`config.mk`:
```
export PLATFORM = sky130hd
export DESIGN_NAME = display_fade_sequencer
export DESIGN_NICKNAME = d
export VERILOG_FILES = /design/src/sv/dfs_pkg.sv /design/src/sv/display_fade_sequencer.sv /design/src/sv/dfs_core.sv
export SDC_FILE = /design/constraint.sdc
export NUM_CORES = 1
export LEC_CHECK = 0
export ABC_AREA = 1
export BUFFER_PORTS_ARGS = -buffer_cell sky130_fd_sc_hd__buf_2
export CAP_MARGIN = 20
export CORE_AREA = 2 2 99 101
export CTS_BUF_LIST = sky130_fd_sc_hd__clkbuf_8
export DETAILED_ROUTE_END_ITERATION = 12
export DIE_AREA = 0 0 101 103
export GPL_TIMING_DRIVEN = 0
export PLACE_DENSITY = 0.74
export SLEW_MARGIN = 20
export SYNTH_ARGS = -nofsm -noshare
export SYNTH_HDL_FRONTEND = slang
export SYNTH_SLANG_ARGS = --single-unit
```
`constraint.sdc`:
```
create_clock -name clk -period 2.3 [get_ports clk]
set_input_delay 0.345 -clock clk [delete_from_list [all_inputs] [get_ports clk]]
set_output_delay 0.345 -clock clk [all_outputs]
set_load 0.02 [all_outputs]
```
`src/sv/dfs_pkg.sv`:
```
// Package for the display fade sequencer.
// Holds phase and command types, result record and phase encoding.
// No dependencies.
package dfs_pkg;

    localparam int unsigned SHADE_W = 8;
    localparam int unsigned IMG_W   = 16;
    localparam int unsigned PHASE_W = 2;
    localparam int unsigned CMD_W   = 2;

    localparam logic [SHADE_W-1:0] FULL_SHADE = 8'd255;
    localparam logic [SHADE_W-1:0] RATE_RESET = 8'd8;

    // phase codes as seen on the result stream
    localparam logic [PHASE_W-1:0] PHC_DARKEN   = 2'd0;
    localparam logic [PHASE_W-1:0] PHC_DARK     = 2'd1;
    localparam logic [PHASE_W-1:0] PHC_BRIGHTEN = 2'd2;
    localparam logic [PHASE_W-1:0] PHC_BRIGHT   = 2'd3;

    typedef enum logic [3:0]
    {
        PH_DARKEN   = 4'b0001,
        PH_DARK     = 4'b0010,
        PH_BRIGHTEN = 4'b0100,
        PH_BRIGHT   = 4'b1000
    } phase_t;

    typedef enum logic [CMD_W-1:0]
    {
        CMD_TICK  = 2'd0,
        CMD_SHOW  = 2'd1,
        CMD_BLACK = 2'd2
    } cmd_t;

    typedef struct packed
    {
        logic [SHADE_W-1:0] shade_level;
        logic [IMG_W-1:0]   shown_image;
        logic               shows_image;
        logic [PHASE_W-1:0] phase;
    } result_t;

    function automatic logic [PHASE_W-1:0] phase_code(input phase_t ph);
        logic [PHASE_W-1:0] code;
        case (ph)
            PH_DARKEN:   code = PHC_DARKEN;
            PH_DARK:     code = PHC_DARK;
            PH_BRIGHTEN: code = PHC_BRIGHTEN;
            PH_BRIGHT:   code = PHC_BRIGHT;
            default:     code = PHC_DARK;
        endcase
        return code;
    endfunction

endpackage

```
`src/sv/display_fade_sequencer.sv`:
```
// Display fade sequencer top level: request stream in, result stream out.
// Result valid in the cycle after the request is accepted. Throughput: one
// request per cycle unless m_tready stalls; the result register frees when taken.
// Reset: async active low; phase dark, shade 0, no image wanted, rate 8.
// Depends on dfs_pkg and dfs_core.
module display_fade_sequencer
(
    input  logic        clk,
    input  logic        rst_n,
    input  logic        s_tvalid,
    output logic        s_tready,
    input  logic [15:0] s_tdata,   // [15:0] image_id
    input  logic [1:0]  s_tuser,   // [1:0] command
    output logic        m_tvalid,
    input  logic        m_tready,
    output logic [31:0] m_tdata,   // [1:0] phase, [2] shows_image,
                                   // [18:3] shown_image, [26:19] shade_level
    input  logic        cfg_wen,
    input  logic [7:0]  cfg_wdata
);

    dfs_pkg::result_t result_next;
    dfs_pkg::result_t result_reg;
    logic             valid_reg, valid_next;
    logic             step;

    assign s_tready = !valid_reg || m_tready;
    assign step     = s_tvalid && s_tready;

    dfs_core u_core
    (
        .clk         (clk),
        .rst_n       (rst_n),
        .step        (step),
        .cmd         (s_tuser),
        .img         (s_tdata),
        .cfg_wen     (cfg_wen),
        .cfg_wdata   (cfg_wdata),
        .result_next (result_next)
    );

    assign valid_next = step || (valid_reg && !m_tready);

    always_ff @(posedge clk or negedge rst_n)
    begin
        if (!rst_n)
        begin
            valid_reg <= 1'b0;
        end
        else
        begin
            valid_reg <= valid_next;
        end
    end

    always_ff @(posedge clk)
    begin
        if (step)
        begin
            result_reg <= result_next;
        end
    end

    assign m_tvalid = valid_reg;
    assign m_tdata  = {5'd0, result_reg};

endmodule

```
`src/sv/dfs_core.sv`:
```
// Fade state machine: phase, shade, image registers and fade rate.
// Computes the result for each accepted request from the updated state.
// Depends on dfs_pkg.
module dfs_core
(
    input  logic                          clk,
    input  logic                          rst_n,
    input  logic                          step,
    input  logic [dfs_pkg::CMD_W-1:0]     cmd,
    input  logic [dfs_pkg::IMG_W-1:0]     img,
    input  logic                          cfg_wen,
    input  logic [dfs_pkg::SHADE_W-1:0]   cfg_wdata,
    output dfs_pkg::result_t              result_next
);

    dfs_pkg::phase_t              phase_reg, phase_next;
    logic [dfs_pkg::SHADE_W-1:0]  shade_reg, shade_next;
    logic                         want_reg, want_next;
    logic [dfs_pkg::IMG_W-1:0]    current_reg, current_next;
    logic [dfs_pkg::IMG_W-1:0]    pending_reg, pending_next;
    logic [dfs_pkg::SHADE_W-1:0]  rate_reg;

    logic [dfs_pkg::SHADE_W:0]    up_sum;
    logic                         dark_end;
    logic                         bright_end;
    logic                         showing;

    assign up_sum     = {1'b0, shade_reg} + {1'b0, rate_reg};
    assign dark_end   = (shade_reg <= rate_reg);
    assign bright_end = (up_sum >= {1'b0, dfs_pkg::FULL_SHADE});

    always_comb
    begin
        phase_next   = phase_reg;
        shade_next   = shade_reg;
        want_next    = want_reg;
        current_next = current_reg;
        pending_next = pending_reg;
        case (dfs_pkg::cmd_t'(cmd))
            dfs_pkg::CMD_TICK:
            begin
                case (phase_reg)
                    dfs_pkg::PH_DARKEN:
                    begin
                        if (dark_end)
                        begin
                            if (want_reg)
                            begin
                                // reflect the overshoot into the new image
                                shade_next   = rate_reg - shade_reg;
                                current_next = pending_reg;
                                phase_next   = dfs_pkg::PH_BRIGHTEN;
                            end
                            else
                            begin
                                shade_next = '0;
                                phase_next = dfs_pkg::PH_DARK;
                            end
                        end
                        else
                        begin
                            shade_next = shade_reg - rate_reg;
                        end
                    end
                    dfs_pkg::PH_BRIGHTEN:
                    begin
                        if (bright_end)
                        begin
                            shade_next = dfs_pkg::FULL_SHADE;
                            phase_next = dfs_pkg::PH_BRIGHT;
                        end
                        else
                        begin
                            shade_next = up_sum[dfs_pkg::SHADE_W-1:0];
                        end
                    end
                    default:
                    begin
                        shade_next = shade_reg;
                    end
                endcase
            end
            dfs_pkg::CMD_SHOW:
            begin
                want_next    = 1'b1;
                pending_next = img;
                case (phase_reg)
                    dfs_pkg::PH_DARK:
                    begin
                        current_next = img;
                        phase_next   = dfs_pkg::PH_BRIGHTEN;
                    end
                    dfs_pkg::PH_BRIGHTEN, dfs_pkg::PH_BRIGHT:
                    begin
                        phase_next = dfs_pkg::PH_DARKEN;
                    end
                    default:
                    begin
                        phase_next = phase_reg;
                    end
                endcase
            end
            dfs_pkg::CMD_BLACK:
            begin
                want_next = 1'b0;
                if (phase_reg == dfs_pkg::PH_BRIGHTEN || phase_reg == dfs_pkg::PH_BRIGHT)
                begin
                    phase_next = dfs_pkg::PH_DARKEN;
                end
            end
            default:
            begin
                phase_next = phase_reg;
            end
        endcase
    end

    assign showing = (phase_next != dfs_pkg::PH_DARK);

    always_comb
    begin
        result_next.phase       = dfs_pkg::phase_code(phase_next);
        result_next.shows_image = showing;
        result_next.shown_image = showing ? current_next : '0;
        result_next.shade_level = shade_next;
    end

    always_ff @(posedge clk or negedge rst_n)
    begin
        if (!rst_n)
        begin
            phase_reg <= dfs_pkg::PH_DARK;
            shade_reg <= '0;
            want_reg  <= 1'b0;
            rate_reg  <= dfs_pkg::RATE_RESET;
        end
        else
        begin
            if (step)
            begin
                phase_reg <= phase_next;
                shade_reg <= shade_next;
                want_reg  <= want_next;
            end
            if (cfg_wen)
            begin
                rate_reg <= cfg_wdata;
            end
        end
    end

    always_ff @(posedge clk)
    begin
        if (step)
        begin
            current_reg <= current_next;
            pending_reg <= pending_next;
        end
    end

`ifndef NO_ASSERTIONS
    a_bright_full: assert property (@(posedge clk) disable iff (!rst_n)
        phase_reg == dfs_pkg::PH_BRIGHT |-> shade_reg == dfs_pkg::FULL_SHADE)
        else $error("bright phase without full shade");

    a_dark_zero: assert property (@(posedge clk) disable iff (!rst_n)
        phase_reg == dfs_pkg::PH_DARK |-> shade_reg == '0)
        else $error("dark phase with non-zero shade");

    a_show_wants: assert property (@(posedge clk) disable iff (!rst_n)
        step && cmd == dfs_pkg::CMD_SHOW |=> want_reg && phase_reg != dfs_pkg::PH_DARK)
        else $error("show request left no image wanted");
`endif

endmodule
```
==> summary.txt <==
Status
  • Status: complete, but fails checks
  • Violated checks: negative setup slack

Clock network
  • H-tree Lvls: 3
  • CTS tree: built
  • Clock transition at path regs: approximately 100 ps
  • Clk sinks: between 80 and 90
  • Clock Tree Root: clkbuf_8
  • Worst-skew pair later-pin latency: about 370 ps
  • CTS Buf Count: 9
  • Clock Tree Buf Depth: 2

Power
  • Seq pwr share: 30.6%
  • Peak supply drop: 654 uV
  • Logic pwr share: 52.4%
  • Final Power: 6570 uW
  • Sw frac: 42.8%
  • Pwr/cell area: 1010 mW/mm2
  • Net switching power: 2820 uW
  • Clock Power Share: 17.0%
  • Leakage: 0.00297 uW
  • Internal: 3760 uW

Route
  • Routed Antenna Nets: 0
  • DRT iter0 DRCs: 288
  • Pre-antenna DRT Iters: 5
  • Wire per inst: approximately 16 um
  • DRC errors left: 0
  • Vias per cell: 5.44
  • Routed WL: 13.2 mm
  • DR vias: 4,438

Cells and area
  • Non-Filler Instances: 816
  • Filler instances: 713
  • Diodes inserted: 0
  • Nets: 758
  • Syn-to-layout area delta: 29.4%
  • Max FFs per register: 27
  • Share of cells above drive strength 1: 39.2%

Placed design
  • Buffers added on ports: 59
  • Placed Cells: 753
  • Gpl congestion: between 0.9 and 1
  • Placement Setup Slack: -548 ps
  • DP HPWL: 8.43 mm

Timing
  • Hold_ws: about 160 ps
  • Max Clk Rate: 358 MHz
  • Max Slew Vio Count: 0
  • Final hold vios: 0
  • Final min period: 2800 ps
  • Finish-stage setup viols: 51
  • Slew margin rel.: 41.6%
  • Max Clock Skew: 9.28 ps
  • Slew @ Worst Pin: 876 ps
  • RSZ-0062 raised after global routing: yes
  • Fin crit share: 122%
  • Setup_tns: -15,360 ps
  • Fin worst setup slack: -497 ps

Worst setup path
  • R2r worst-path depth: 18
  • CP Max Fanout: 6
  • R2r setup slk: -500 ps
  • R2R Path End: m_tdata[14]
  • Setup CP Type: reg2reg
  • Startpoint types: flop
  • Worst-path cell chain: ha_2, inv_2, fa_2, o21ai_4, nand3_2, nand2_2, nand3_2, nor2_1, nand2_1, nand3_2, nand2_2, nand2_2, nand2_4, nand2_4, nand3_4, buf_12, nand2_4, inv_2
  • Data arrival, critical path: 2940 ps
  • Slowest stage delay, CP: 420 ps
  • Worst Setup SP: u_core.shade_reg[0]
  • Worst setup EP type: flop
  • Critical Path RT: 2440 ps
  • FF-to-FF Start: u_core.shade_reg[0]
  • Cell at the slowest stage of the critical path: fa_2
  • Critical path endpoint: m_tdata[14]

Global route
  • Pin count of the biggest net entering global routing: 53
  • Remaining Overflow, GRT: 0
  • Global-route wire length before repair: a little over 20 mm
  • Initial antenna violation count: 0
  • Gr usage total: 26.0%
  • Vias in the first global route: 4,216

Flow run
  • Max-cap violations: 0

Floorplanning
  • Area of the core: 0.00946 mm2
  • Die area: 0.0104 mm2
  • IO Pins: 65
  • Initial core utilization: 53.2%
  • FP Rows: 36
  • Chip Width: about 100 um
  • Die H: 103 um

Synthesis
  • Flops & latches, synth: 81
  • Ys Warns: 0
  • Adder-Cell Fraction of Synth Area: 7.91%
  • Synth area leader: edfxtp_1
  • Mean Syn Cell Area: 8.74 um2
  • Top FF cell, synth: edfxtp_1
  • Largest family of logic cells by synthesized area: simple AND/OR/NAND/NOR gates
  • EDFF count, synth: 59
  • Top cells by area, synth: edfxtp_1 35%, dfrtp_1 9.9%, nand2_1 9.5%
  • Compound-gate portion of the synthesized area: around an eighth
  • Post-synth ARST share: 27.2%
  • Most frequent cell after synthesis: nand2_1
  • Post-Syn Area: 0.00503 mm2
  • Sequential fraction of the synthesis area: 46.2%
  • Synth Area in XOR/XNOR: 1.74%
  • Mux share of post-synthesis cell area: 0%
  • Simple-Gate Fraction of Synth Area: 20.9%
  • Share of the synthesized area in the top cell type: 35.2%
  • Synth top cells by count: 128 x nand2_1, 70 x inv_1, 59 x edfxtp_1
  • Post-synthesis cell type count: 45
  • Gate Count Post-Synth: 576

Hold path
  • Hold crit path type: in2reg
  • Hold_sp: s_tdata[8]
-- layer usage --
metal / part of all wire (%) / track usage [%] / wire length, um
met5: 0 / 0 / 0
met2: 50 / 42.8 / 6630
met1: 43 / 35.4 / 5660
met3: 4.9 / 3.19 / 647
met4: 1.9 / 10.3 / 246
-- critical path: cells and delay by family, from the launching register on --
| family | cells | cell delay, ps |
|---|---|---|
| AND/OR/NAND/NOR | 12 | 1030 |
| adder cells (fa/ha/maj) | 2 | 630 |
| flip-flops | 1 | 410 |
| buffers and inverters | 3 | 290 |
| AO/OA/AOI/OAI | 1 | 210 |
-- area by class of cell --
type | instances | area [um2] | area share (%)
clock inverter | 7 | 83.8 | 1.29
sequential | 81 | 2330 | 35.8
buffer | 26 | 203 | 3.11
tap | 114 | 143 | 2.19
multi-input combinational | 384 | 2570 | 39.4
clock buffer | 9 | 124 | 1.90
timing repair buffer | 107 | 727 | 11.2
inverter | 88 | 335 | 5.15
-- power groups by stage --
stage	Clock, uW	Sequential [uW]	Combinational, uW
2_1_floorplan	0	2090	1980
3_3_place_gp	0	2020	2610
3_5_place_dp	0	2040	2660
4_1_cts	1130	2000	3150
5_1_grt	1180	2040	3790
6_report	1120	2010	3450
-- kinds of logic after synthesis --
group / after synthesis
AOI/OAI and AO/OA: 113
xor gates and xnor gates: 10
adders and majority gates: 30
buffers and inverters: 115
DFF: 81
other: 1
and+or+nand+nor: 226
-- placed cells by master (no fill, tap or decap), types with 8 or more instances in the layout --
cell,instances
nor2_1,16
inv_2,25
o211ai_1,20
inv_1,60
nand2_2,24
dfrtp_1,17
nand2_1,108
a21oi_2,16
buf_2,60
nand3_1,35
buf_4,43
ha_1,24
o21ai_0,12
edfxtp_1,59
buf_6,14
clkbuf_8,10
nand2_4,10
a21oi_1,18
nand3_2,8
o21ai_2,13
xor2_1,8
o21ai_1,19
-- worst min path at each step --
stage | end | slack, ps | cells after the start
floorplan | m_tvalid | 50 | 0
global placement | u_core.rate_reg[2] | 360 | 1
detailed placement | u_core.shade_reg[2] | 360 | 1
CTS | u_core.pending_reg[8] | 150 | 1
global route | u_core.pending_reg[8] | 150 | 1
finish | u_core.pending_reg[8] | 160 | 1
-- stage by stage --
stage | cell area (um2) | utilization, %
after floorplan | 5100 | -
after global placement | 5540 | 58.6
after detailed placement | 5550 | 58.6
after CTS | 6270 | 66.3
after global routing | 6510 | 68.8
final | 6510 | 68.8
-- timing repair --
action / in CTS / in global routing
pin swaps: 36 / 33
hold buffers: 1 / 0
setup endpoints to repair: 53 / 55
resized for setup: 86 / 60
gates cloned: 4 / 0
endpoints found under the hold margin: 20 / 0
buffers inserted: 37 / 7
(Power assumes the default switching activity.)
